[src/hdl/cdvt_pkg.sv]
// Shared types and constants for the CAN device value table.
package cdvt_pkg;

	localparam int IDENT_W         = 29;
	localparam int STD_IDENT_W     = 11;
	localparam int PAYLOAD_W       = 64;
	localparam int WHOLE_W         = 24;
	localparam int FRAC_W          = 8;
	localparam int SLOT_W          = 4;
	localparam int COUNT_OUT_W     = 5;
	localparam int MAX_DEVICES_DEF = 16;

	typedef enum logic [1:0] {
		FUNC_FRAME  = 2'd0,
		FUNC_ADD    = 2'd1,
		FUNC_REMOVE = 2'd2,
		FUNC_READ   = 2'd3
	} func_t;

	typedef enum logic [2:0] {
		ST_OK      = 3'd0,
		ST_IGNORED = 3'd1,
		ST_NOT_REG = 3'd2,
		ST_DUP     = 3'd3,
		ST_FULL    = 3'd4,
		ST_EMPTY   = 3'd5
	} status_t;

	typedef struct packed {
		func_t                func;
		logic [IDENT_W-1:0]   frame_ident;
		logic                 extended_flag;
		logic                 remote_flag;
		logic                 error_flag;
		logic [PAYLOAD_W-1:0] payload;
		logic [IDENT_W-1:0]   device_ident;
		logic [SLOT_W-1:0]    slot;
	} req_t;

	typedef struct packed {
		status_t                status;
		logic [IDENT_W-1:0]     entry_ident;
		logic [WHOLE_W-1:0]     speed_whole;
		logic [FRAC_W-1:0]      speed_hundredths;
		logic [WHOLE_W-1:0]     flow_whole;
		logic [FRAC_W-1:0]      flow_hundredths;
		logic [COUNT_OUT_W-1:0] entry_count;
	} rsp_t;

	typedef struct packed {
		logic [IDENT_W-1:0]   ident;
		logic [PAYLOAD_W-1:0] values;
	} entry_t;

endpackage

[src/hdl/cdvt_ram.sv]
// Generic single-port-write, single-port-read RAM with registered read data.
module cdvt_ram #(
	parameter int WIDTH = 8,
	parameter int DEPTH = 16,
	localparam int AW = (DEPTH > 1) ? $clog2(DEPTH) : 1
) (
	input  logic             clk,
	input  logic             wr_en,
	input  logic [AW-1:0]    wr_addr,
	input  logic [WIDTH-1:0] wr_data,
	input  logic             rd_en,
	input  logic [AW-1:0]    rd_addr,
	output logic [WIDTH-1:0] rd_data
);

	logic [WIDTH-1:0] mem_q [DEPTH];

	always_ff @(posedge clk) begin
		if (wr_en) begin
			mem_q[wr_addr] <= wr_data;
		end
		if (rd_en) begin
			rd_data <= mem_q[rd_addr];
		end
	end

endmodule

[src/hdl/can_device_value_table_unit.sv]
// Top level: CAN identifier table with per-device speed and flow values.
// One item at a time. Received frames, add and remove scan the table one entry per
// cycle through the RAM read port; ignored frames skip the scan. A remove of any entry
// but the last then copies the last entry into the freed slot; read slot does not scan.
// The next item is taken once the result sits in the output register.
// Reset clears the device count and control; the RAM keeps no reset and is not swept.
module can_device_value_table_unit #(
	parameter int MAX_DEVICES = cdvt_pkg::MAX_DEVICES_DEF
) (
	input  logic           clk,
	input  logic           arst_n,
	input  logic           req_valid,
	output logic           req_stall,
	input  cdvt_pkg::req_t req,
	output logic           rsp_valid,
	input  logic           rsp_stall,
	output cdvt_pkg::rsp_t rsp
);

	import cdvt_pkg::*;

	localparam int IDX_W      = (MAX_DEVICES > 1) ? $clog2(MAX_DEVICES) : 1;
	localparam int CNT_W      = $clog2(MAX_DEVICES + 1);
	localparam int SLOT_EXT_W = (CNT_W > SLOT_W) ? CNT_W : SLOT_W;
	localparam int ENTRY_W    = $bits(entry_t);
	localparam logic [CNT_W-1:0] CNT_MAX = CNT_W'(MAX_DEVICES);
	localparam logic [CNT_W-1:0] CNT_ONE = CNT_W'(1);

	typedef enum logic [6:0] {
		S_IDLE      = 7'b0000001,
		S_SCAN      = 7'b0000010,
		S_MOVE_RD   = 7'b0000100,
		S_MOVE_WR   = 7'b0001000,
		S_SLOT_RD   = 7'b0010000,
		S_SLOT_WAIT = 7'b0100000,
		S_DONE      = 7'b1000000
	} state_t;

	state_t               state_q, state_d;
	logic [CNT_W-1:0]     count_q, count_d;
	logic [CNT_W-1:0]     rd_idx_q, rd_idx_d;
	logic                 pend_s1, pend_d;
	logic [CNT_W-1:0]     cmp_idx_s1, cmp_idx_d;
	logic                 rsp_valid_q, rsp_valid_d;
	rsp_t                 rsp_q, rsp_d;
	func_t                func_q, func_d;
	logic [IDENT_W-1:0]   key_q, key_d;
	logic [PAYLOAD_W-1:0] payload_q, payload_d;
	logic [SLOT_W-1:0]    slot_q, slot_d;
	logic [IDX_W-1:0]     hit_idx_q, hit_idx_d;
	rsp_t                 res_q, res_d;

	logic                 mem_rd_en;
	logic [IDX_W-1:0]     mem_rd_addr;
	logic                 mem_wr_en;
	logic [IDX_W-1:0]     mem_wr_addr;
	logic [ENTRY_W-1:0]   mem_wr_data;
	logic [ENTRY_W-1:0]   mem_rd_data;
	entry_t               rd_entry;

	logic [IDENT_W-1:0]   req_fid;
	logic [IDENT_W-1:0]   req_key;
	logic                 req_ignored;
	logic                 slot_ok;
	logic                 key_hit;
	logic                 miss;
	logic [CNT_W-1:0]     last_idx;
	logic [SLOT_EXT_W-1:0] slot_q_ext;

	function automatic rsp_t with_values(rsp_t r, logic [PAYLOAD_W-1:0] v);
		rsp_t o;
		o                  = r;
		o.speed_whole      = v[63:40];
		o.speed_hundredths = v[39:32];
		o.flow_whole       = v[31:8];
		o.flow_hundredths  = v[7:0];
		return o;
	endfunction

	cdvt_ram #(
		.WIDTH(ENTRY_W),
		.DEPTH(MAX_DEVICES)
	) u_table (
		.clk    (clk),
		.wr_en  (mem_wr_en),
		.wr_addr(mem_wr_addr),
		.wr_data(mem_wr_data),
		.rd_en  (mem_rd_en),
		.rd_addr(mem_rd_addr),
		.rd_data(mem_rd_data)
	);

	assign rd_entry    = entry_t'(mem_rd_data);
	assign req_fid     = req.extended_flag ? req.frame_ident
	                                       : IDENT_W'(req.frame_ident[STD_IDENT_W-1:0]);
	assign req_key     = (req.func == FUNC_FRAME) ? req_fid : req.device_ident;
	assign req_ignored = req.error_flag || req.remote_flag;
	assign slot_ok     = SLOT_EXT_W'(req.slot) < SLOT_EXT_W'(count_q);
	assign key_hit     = pend_s1 && (rd_entry.ident == key_q);
	assign miss        = !pend_s1 && (rd_idx_q >= count_q);
	assign last_idx    = count_q - CNT_ONE;
	assign slot_q_ext  = SLOT_EXT_W'(slot_q);

	assign req_stall = (state_q != S_IDLE);
	assign rsp_valid = rsp_valid_q;
	assign rsp       = rsp_q;

	always_comb begin
		state_d     = state_q;
		count_d     = count_q;
		rd_idx_d    = rd_idx_q;
		pend_d      = 1'b0;
		cmp_idx_d   = rd_idx_q;
		rsp_valid_d = rsp_valid_q && rsp_stall;
		rsp_d       = rsp_q;
		func_d      = func_q;
		key_d       = key_q;
		payload_d   = payload_q;
		slot_d      = slot_q;
		hit_idx_d   = hit_idx_q;
		res_d       = res_q;
		mem_rd_en   = 1'b0;
		mem_rd_addr = rd_idx_q[IDX_W-1:0];
		mem_wr_en   = 1'b0;
		mem_wr_addr = cmp_idx_s1[IDX_W-1:0];
		mem_wr_data = {key_q, payload_q};

		case (state_q)
			S_IDLE: begin
				if (req_valid) begin
					func_d   = req.func;
					key_d    = req_key;
					payload_d = req.payload;
					slot_d   = req.slot;
					rd_idx_d = '0;
					res_d    = '0;
					case (req.func)
						FUNC_READ: begin
							if (slot_ok) begin
								state_d = S_SLOT_RD;
							end else begin
								res_d.status = ST_EMPTY;
								state_d      = S_DONE;
							end
						end
						FUNC_FRAME: begin
							if (req_ignored) begin
								res_d.status = ST_IGNORED;
								state_d      = S_DONE;
							end else begin
								state_d = S_SCAN;
							end
						end
						default: begin
							state_d = S_SCAN;
						end
					endcase
				end
			end
			S_SCAN: begin
				if (key_hit || miss) begin
					res_d.entry_ident = key_q;
					state_d           = S_DONE;
					case (func_q)
						FUNC_FRAME: begin
							if (key_hit) begin
								mem_wr_en    = 1'b1;
								res_d.status = ST_OK;
								res_d        = with_values(res_d, payload_q);
							end else begin
								res_d.status = ST_NOT_REG;
							end
						end
						FUNC_ADD: begin
							if (key_hit) begin
								res_d.status = ST_DUP;
							end else if (count_q == CNT_MAX) begin
								res_d.status = ST_FULL;
							end else begin
								mem_wr_en    = 1'b1;
								mem_wr_addr  = count_q[IDX_W-1:0];
								mem_wr_data  = {key_q, {PAYLOAD_W{1'b0}}};
								count_d      = count_q + CNT_ONE;
								res_d.status = ST_OK;
							end
						end
						FUNC_REMOVE: begin
							if (key_hit) begin
								res_d.status = ST_OK;
								res_d        = with_values(res_d, rd_entry.values);
								count_d      = last_idx;
								hit_idx_d    = cmp_idx_s1[IDX_W-1:0];
								if (cmp_idx_s1 != last_idx) begin
									state_d = S_MOVE_RD;
								end
							end else begin
								res_d.status = ST_NOT_REG;
							end
						end
						default: begin
							res_d.status = ST_NOT_REG;
						end
					endcase
				end else begin
					mem_rd_en = (rd_idx_q < count_q);
					pend_d    = mem_rd_en;
					if (mem_rd_en) begin
						rd_idx_d = rd_idx_q + CNT_ONE;
					end
				end
			end
			S_MOVE_RD: begin
				mem_rd_en   = 1'b1;
				mem_rd_addr = count_q[IDX_W-1:0];
				state_d     = S_MOVE_WR;
			end
			S_MOVE_WR: begin
				mem_wr_en   = 1'b1;
				mem_wr_addr = hit_idx_q;
				mem_wr_data = mem_rd_data;
				state_d     = S_DONE;
			end
			S_SLOT_RD: begin
				mem_rd_en   = 1'b1;
				mem_rd_addr = slot_q_ext[IDX_W-1:0];
				state_d     = S_SLOT_WAIT;
			end
			S_SLOT_WAIT: begin
				res_d.status      = ST_OK;
				res_d.entry_ident = rd_entry.ident;
				res_d             = with_values(res_d, rd_entry.values);
				state_d           = S_DONE;
			end
			S_DONE: begin
				if (!rsp_valid_q || !rsp_stall) begin
					rsp_d             = res_q;
					rsp_d.entry_count = COUNT_OUT_W'(count_q);
					rsp_valid_d       = 1'b1;
					state_d           = S_IDLE;
				end
			end
			default: begin
				state_d = S_IDLE;
			end
		endcase
	end

	always_ff @(posedge clk or negedge arst_n) begin
		if (!arst_n) begin
			state_q     <= S_IDLE;
			count_q     <= '0;
			rd_idx_q    <= '0;
			pend_s1     <= 1'b0;
			rsp_valid_q <= 1'b0;
		end else begin
			state_q     <= state_d;
			count_q     <= count_d;
			rd_idx_q    <= rd_idx_d;
			pend_s1     <= pend_d;
			rsp_valid_q <= rsp_valid_d;
		end
	end

	always_ff @(posedge clk) begin
		cmp_idx_s1 <= cmp_idx_d;
		rsp_q      <= rsp_d;
		func_q     <= func_d;
		key_q      <= key_d;
		payload_q  <= payload_d;
		slot_q     <= slot_d;
		hit_idx_q  <= hit_idx_d;
		res_q      <= res_d;
	end

endmodule

[config.mk]
export PLATFORM = sky130hd
export DESIGN_NAME = can_device_value_table_unit
export DESIGN_NICKNAME = d
export VERILOG_FILES = /design/src/hdl/cdvt_pkg.sv /design/src/hdl/cdvt_ram.sv /design/src/hdl/can_device_value_table_unit.sv
export SDC_FILE = /design/constraint.sdc
export NUM_CORES = 2
export LEC_CHECK = 0
export BUFFER_PORTS_ARGS = -buffer_cell sky130_fd_sc_hd__buf_2
export CORE_UTILIZATION = 35
export CTS_BUF_LIST = sky130_fd_sc_hd__clkbuf_4
export DETAILED_ROUTE_END_ITERATION = 10
export PLACE_DENSITY = 0.5
export SLEW_MARGIN = 20
export SYNTH_ARGS = -nofsm -noshare
export SYNTH_HDL_FRONTEND = slang
export SYNTH_SLANG_ARGS = --single-unit
[constraint.sdc]
create_clock -name clk -period 6.4 [get_ports clk]
set_clock_uncertainty 0.2 [all_clocks]
set_input_delay 0.64 -clock clk [delete_from_list [all_inputs] [get_ports clk]]
set_output_delay 0.64 -clock clk [all_outputs]
set_load 0.005 [all_outputs]
## Word level (Yosys, flattened, before mapping)

Memories as Yosys holds them, arrays and structs flattened. A register that Yosys moved wholly into a read port is not among the register bits.
Index checks and enable logic that the tools add are counted.

- Register bits after elaboration: 324
- RAM bits: 1,488
- Input port bits: 135
- Output and inout port bits: 103
- Logic and storage cells: 138
- Memories: 1

Memory list:

| memory | words | width | read ports | clocked after Yosys merged registers in | write ports | line | source |
|---|---|---|---|---|---|---|---|
| u_table.mem_q | 16 | 93 | 1 | 1 | 1 | cdvt_ram.sv:16 | `logic [WIDTH-1:0] mem_q [DEPTH];` |

- Add/sub/neg operators: 3
- $lt $le $gt $ge: 3
- Equality and inequality tests: 25
- Multiplexer cells: 57
- Reductions and logical operators: 25

Operators by type and width:

| cell | number |
|---|---|
| case mux 101 bit (3 select lines) | 1 |
| 2-to-1 mux 64 bit | 4 |
| 2-to-1 mux 101 bit | 2 |
| case mux 93 bit (2 select lines) | 1 |
| 2-to-1 mux 69 bit | 2 |
| case mux 69 bit (2 select lines) | 1 |
| 2-to-1 mux 29 bit | 2 |
| 2-to-1 mux 7 bit | 8 |
| case mux 7 bit (6 select lines) | 1 |
| 2-to-1 mux 5 bit | 6 |
| == test 29 bit | 1 |
| case mux 5 bit (2 select lines) | 2 |
| 2-to-1 mux 4 bit | 4 |
| inequality test 2 bit, second input constant | 8 |
| case mux 4 bit (2 select lines) | 2 |
| case mux 7 bit (2 select lines) | 1 |
| case mux 3 bit (2 select lines) | 2 |
| AND reduction 6 bit | 2 |
| 2-to-1 mux 1 bit | 11 |
| adder 5 x 1 -> 5 bit, second input constant | 2 |
| 2-to-1 mux 3 bit | 3 |
| AND reduction 4 bit | 2 |
| == test 7 x 1 -> 1 bit, second input constant | 1 |
| == test 7 x 2 -> 1 bit, second input constant | 1 |
| other kinds (27) | 43 |

## Logic depth before layout (Yosys ltp)

- Depth in word-level cells: 8
- Depth in mapped cells: 11
- Depth with buffers taken out: 9

## Modules after synthesis

Synthesis repeated with hierarchy kept, for this count alone.

- Cells, all modules: 3,429
- Area, all modules: 71,980.3 sq um

Modules (own cells, without submodules):

| module | times used | cells each | area each (sq um) | seq. area each (sq um) |
|---|---|---|---|---|
| cdvt_ram | 1 | 2,382 | 58,325.9 | 47,475.5 |
| can_device_value_table_unit | 1 | 1,047 | 13,654.3 | 9,585.4 |

## Worst setup path after synthesis

OpenSTA, ideal clock, no wires.

- Kind: register to register
- Start point: register count_q[2]
- End point: memory u_table.mem_q[0][0] in the netlist's numbering (enable)
- Arrival: 6.270 ns
- Data required time: 5.654 ns
- Slack: -0.616 ns
- Cell stages (with the launch flop): 11
- Path buffers: 1
- Cell sequence: dfrtp_1 -> clkbuf_1 -> inv_1 -> ha_1 -> a21oi_1 -> o21ai_0 -> o2111ai_1 -> and2_1 -> a21o_1 -> or2_1 -> nor2_1

- Word-level cells in the longest chain between the ends: 8
- Elaborated cells on any way between the ends: 16
- Those cells by class: order compare: 1; eq/ne: 1; mux: 12; reduce/logical: 2

Ends and longest elaborated chain:

| element | line | source |
|---|---|---|
| start, declared | can_device_value_table_unit.sv:40 | `logic [CNT_W-1:0] count_q, count_d;` |
| start signal, assigned | can_device_value_table_unit.sv:257 | `count_q <= count_d;` |
| == test 5 bit | can_device_value_table_unit.sv:177 | `end else if (count_q == CNT_MAX) begin` |
| 2-to-1 mux 1 bit | can_device_value_table_unit.sv:177 |  |
| 2-to-1 mux 1 bit | can_device_value_table_unit.sv:175 | `if (key_hit) begin` |
| case mux 1 bit (2 select lines) | can_device_value_table_unit.sv:164 | `case (func_q)` |
| 2-to-1 mux 1 bit | can_device_value_table_unit.sv:161 | `if (key_hit \|\| miss) begin` |
| case mux 1 bit (2 select lines) | can_device_value_table_unit.sv:128 | `case (state_q)` |
| 2-to-1 mux 1 bit | cdvt_ram.sv:19 | `if (wr_en) begin` |
| 2-to-1 mux 1 bit (implied by the code) | cdvt_ram.sv:20 | `mem_q[wr_addr] <= wr_data;` |
| end, declared | cdvt_ram.sv:16 |  |

Several ways; a longest one is shown, not always the timed one.

## Worst setup path after layout

- Start point: register count_q[2]
- End point: memory u_table.mem_q[14][62] in the netlist's numbering (enable)

Same word-level chain as after synthesis.

==> summary.md <==
| Metric | Value |
|---|---|
| Placement Rows | `166` |
| GP Congestion | `0.782` |
| Ys Warns | `0` |
| Final period util | `0.752` |
| Cts hold-fix bufs | `271` |
| Clock buffer depth | `4` |
| CP max stage delay | `0.71 ns` |
| GRT busiest layer | `met2` |
| Post-synth ARST share | `0.00997` |
| DP Wirelength | `107 mm` |
| Die area | `210000 µm²` |
| Max-cap violations | `0` |
| Share of the synthesized area in the top cell type | `0.777` |
| Slowest-stage cell, CP | `nor2_4` |
| CTS Sinks | `1905` |
| Initial antenna violation count | `4` |
| Critical path fanouts, max | `34` |
| CTS Root Cell | `clkbuf_4` |
| Syn_area_per_cell | `17.9 µm²` |
| Post-CTS sizing | `0` |
| Bufs and invs on worst path | `2` |
| Met2 Use GR | `0.308` |
| Post-route insts no fill | `8034` |
| Worst ir drop on vdd | `0.000206 V` |
| Top_reg_cell synth | `edfxtp_1` |
| Synth unique cells | `58` |
| CTS Buf Count | `532` |
| Top cells by area in the synthesized netlist | `edfxtp_1 78%, mux2i_1 10%, o22ai_1 3.2%, nand2_1 1.3%, a22o_1 1.1%` |
| WHS | `0.172 ns` |
| Post-Syn Nets | `4212` |
| # port buffers | `237` |
| HP Class | `in -> reg` |
| Chip width | `458 µm` |
| Nets | `5142` |
| Hold Vio Cnt, Final | `0` |
| Grt ovf | `0` |
| Max_slew headroom | `0.287` |
| Number of synthesized flops with an enable pin | `1881` |
| Status | `finished, final reports clean` |
| CTS tree | `done` |
| Synth area leader | `edfxtp_1` |
| Initial core utilization | `0.354` |
| Total power | `30500 µW` |
| Total GRT Usage | `0.189` |
| Total Routed Length | `200 mm` |
| Cells after DPL | `6877` |
| CP delay by family, top | `simple AND/OR/NAND/NOR gates` |
| WP data required | `7.17 ns` |
| Post-synthesis cell area | `72700 µm²` |
| Final setup viols | `0` |
| Via count | `41181` |
| IO Count | `238` |
| Worst-path clk slew | `0.06 ns` |
| CP Class | `reg -> reg` |
| FF+latch count, synth | `1905` |
| Grt met3 use | `0.0402` |
| Power Density | `349 nW/µm²` |
| Seq/Total Area, Yosys | `0.785` |
| Min cycle time layout | `4.81 ns` |
| Largest net degree at the start of global routing | `79` |
| RSZ-0062 raised after global routing | `false` |
| Worst skew pair latency | `1.36 ns` |
| DRC viols | `0` |
| Measured slew at the worst slew-check pin | `1.07 ns` |
| Number of DRC markers in iteration 0 | `2979` |
| Post-CTS Setup Inserts | `0` |
| Number of global-route vias before repair | `42725` |
| Antenna viol nets, final | `0` |
| Worst path arrival time | `5.58 ns` |
| Core Footprint | `205000 µm²` |
| Synth-to-Final Area Change | `20.0%` |
| Die Ht | `458 µm` |
| CP Launch Type | `flop` |
| Maximum clock rate | `208 MHz` |
| First-pass GRT wire length | `289 mm` |
| Met1 Resource Use GR | `0.249` |
| Vias/cell | `5.13` |
| Crit-path cells | `inv_1 > ha_1 > a21oi_1 > o21ai_0 > o21bai_1 > nor3_1 > a221o_1 > nand3_1 > nor2_4 > buf_12` |
| Max Slew Vio Count | `0` |
| Setup crit end kind | `flop` |
| 1st-pass router iterations | `7` |
| H-tree Lvls | `6` |
| Share of cells above drive strength 1 | `0.228` |
| Synth Instances | `4064` |
| WL per Instance | `24.9 µm` |
| Pleak | `0.0344 µW` |
## power by group
| group | internal, µW | total (µW) | switching (µW) |
|---|---|---|---|
| Sequential | 15500 | 15900 | 436 |
| Combinational | 1080 | 3730 | 2640 |
| Clock | 5910 | 10900 | 4950 |
| Total | 22500 | 30500 | 8020 |
## cell usage in the layout, fill, tap and decap left out, types with 8 or more instances in the layout
cell type / n
mux2i_1: 745
o22ai_1: 376
o21ai_0: 30
a21oi_1: 15
nand2b_1: 10
or4_1: 96
dlygate4sd3_1: 270
buf_4: 61
nor2_4: 17
a22o_1: 93
ha_1: 13
edfxtp_1: 1881
nand4_1: 11
dfrtp_1: 18
buf_12: 51
bufinv_16: 9
clkbuf_4: 782
buf_2: 237
inv_1: 35
diode_2: 9
nand2_1: 256
clkinv_1: 64
nand3_1: 83
nor2_1: 20
o31ai_1: 8
xnor2_1: 37
inv_2: 13
mux2_2: 11
## metal layers
layer / share of wire / vias up
met3: 0.052 / 336
met2: 0.48 / 1204
li1: - / 18470
met4: 0.025 / 0
met1: 0.44 / 21171
met5: 0 / -
## logic make-up after synthesis
family | after synthesis | share of synthesized area
compound gates | 557 | 0.0511
mux | 756 | 0.104
fa+ha+maj | 13 | 0.00224
xor+xnor | 40 | 0.00482
buf+inv | 260 | 0.0163
flops | 1905 | 0.785
simple gates | 533 | 0.0362
## synthesized netlist by cell type, drive strengths merged, types with 13 or more instances
master,instances
mux2i,745
nand3,87
edfxtp,1881
dfrtp,18
inv,36
clkbuf,82
nor2,37
ha,13
o22ai,376
xnor2,37
o21ai,37
nand2,258
a21oi,17
buf,142
a22o,93
or4,96
## tightest hold or removal path: stages
cell           delay [ns]
buf_2                0.10
inv_1                0.04
o21ai_0              0.10
dlygate4sd3_1        0.61
## stage by stage
step                TNS [ns]  utilization  worst slack (ns)  area, µm²
CTS                        0        0.424              1.64      87200
floorplan            -881.81            -            -0.616      72700
finish                     0        0.425              1.59      87200
detailed placement         0        0.380              1.72      78000
global route               0        0.425              1.29      87200
global placement           0        0.380              1.70      78000
## registers in the layout, indices dropped and copies added (netlist names), 2 cells and up
name	cells
cmp_idx_d	5
cmp_idx_s1	5
count_q	5
func_q	2
hit_idx_q	4
key_q	29
payload_q	64
res_q	96
rsp	101
slot_q	4
state_q	7
u_table.mem_q	1488
u_table.rd_data	93
## worst paths after layout
check | from | endpoint | slack, ns | cells after the start
max | count_q[2] | u_table.mem_q[14][62] | 1.59 | 10
min | req[15] | key_q[11] | 0.17 | 4
max reg2reg | count_q[2] | u_table.mem_q[14][62] | 1.59 | 10
min reg2reg | res_q[89] | rsp[89] | 0.17 | 0
max in group asynchronous | arst_n | state_q[0] | 5.14 | 5
min in group asynchronous | arst_n | count_q[1] | 0.64 | 5
## final cells by class
cell class | instances | area [µm²]
Clock inverter | 95 | 609
Multi-Input combinational cell | 1899 | 14800
Timing Repair Buffer | 620 | 5380
Antenna cell | 9 | 22.5
Tap cell | 2688 | 3360
Fill cell | 18289 | 118000
Inverter | 36 | 140
Clock buffer | 782 | 5870
Sequential cell | 1905 | 57100
(Power assumes the default switching activity.)
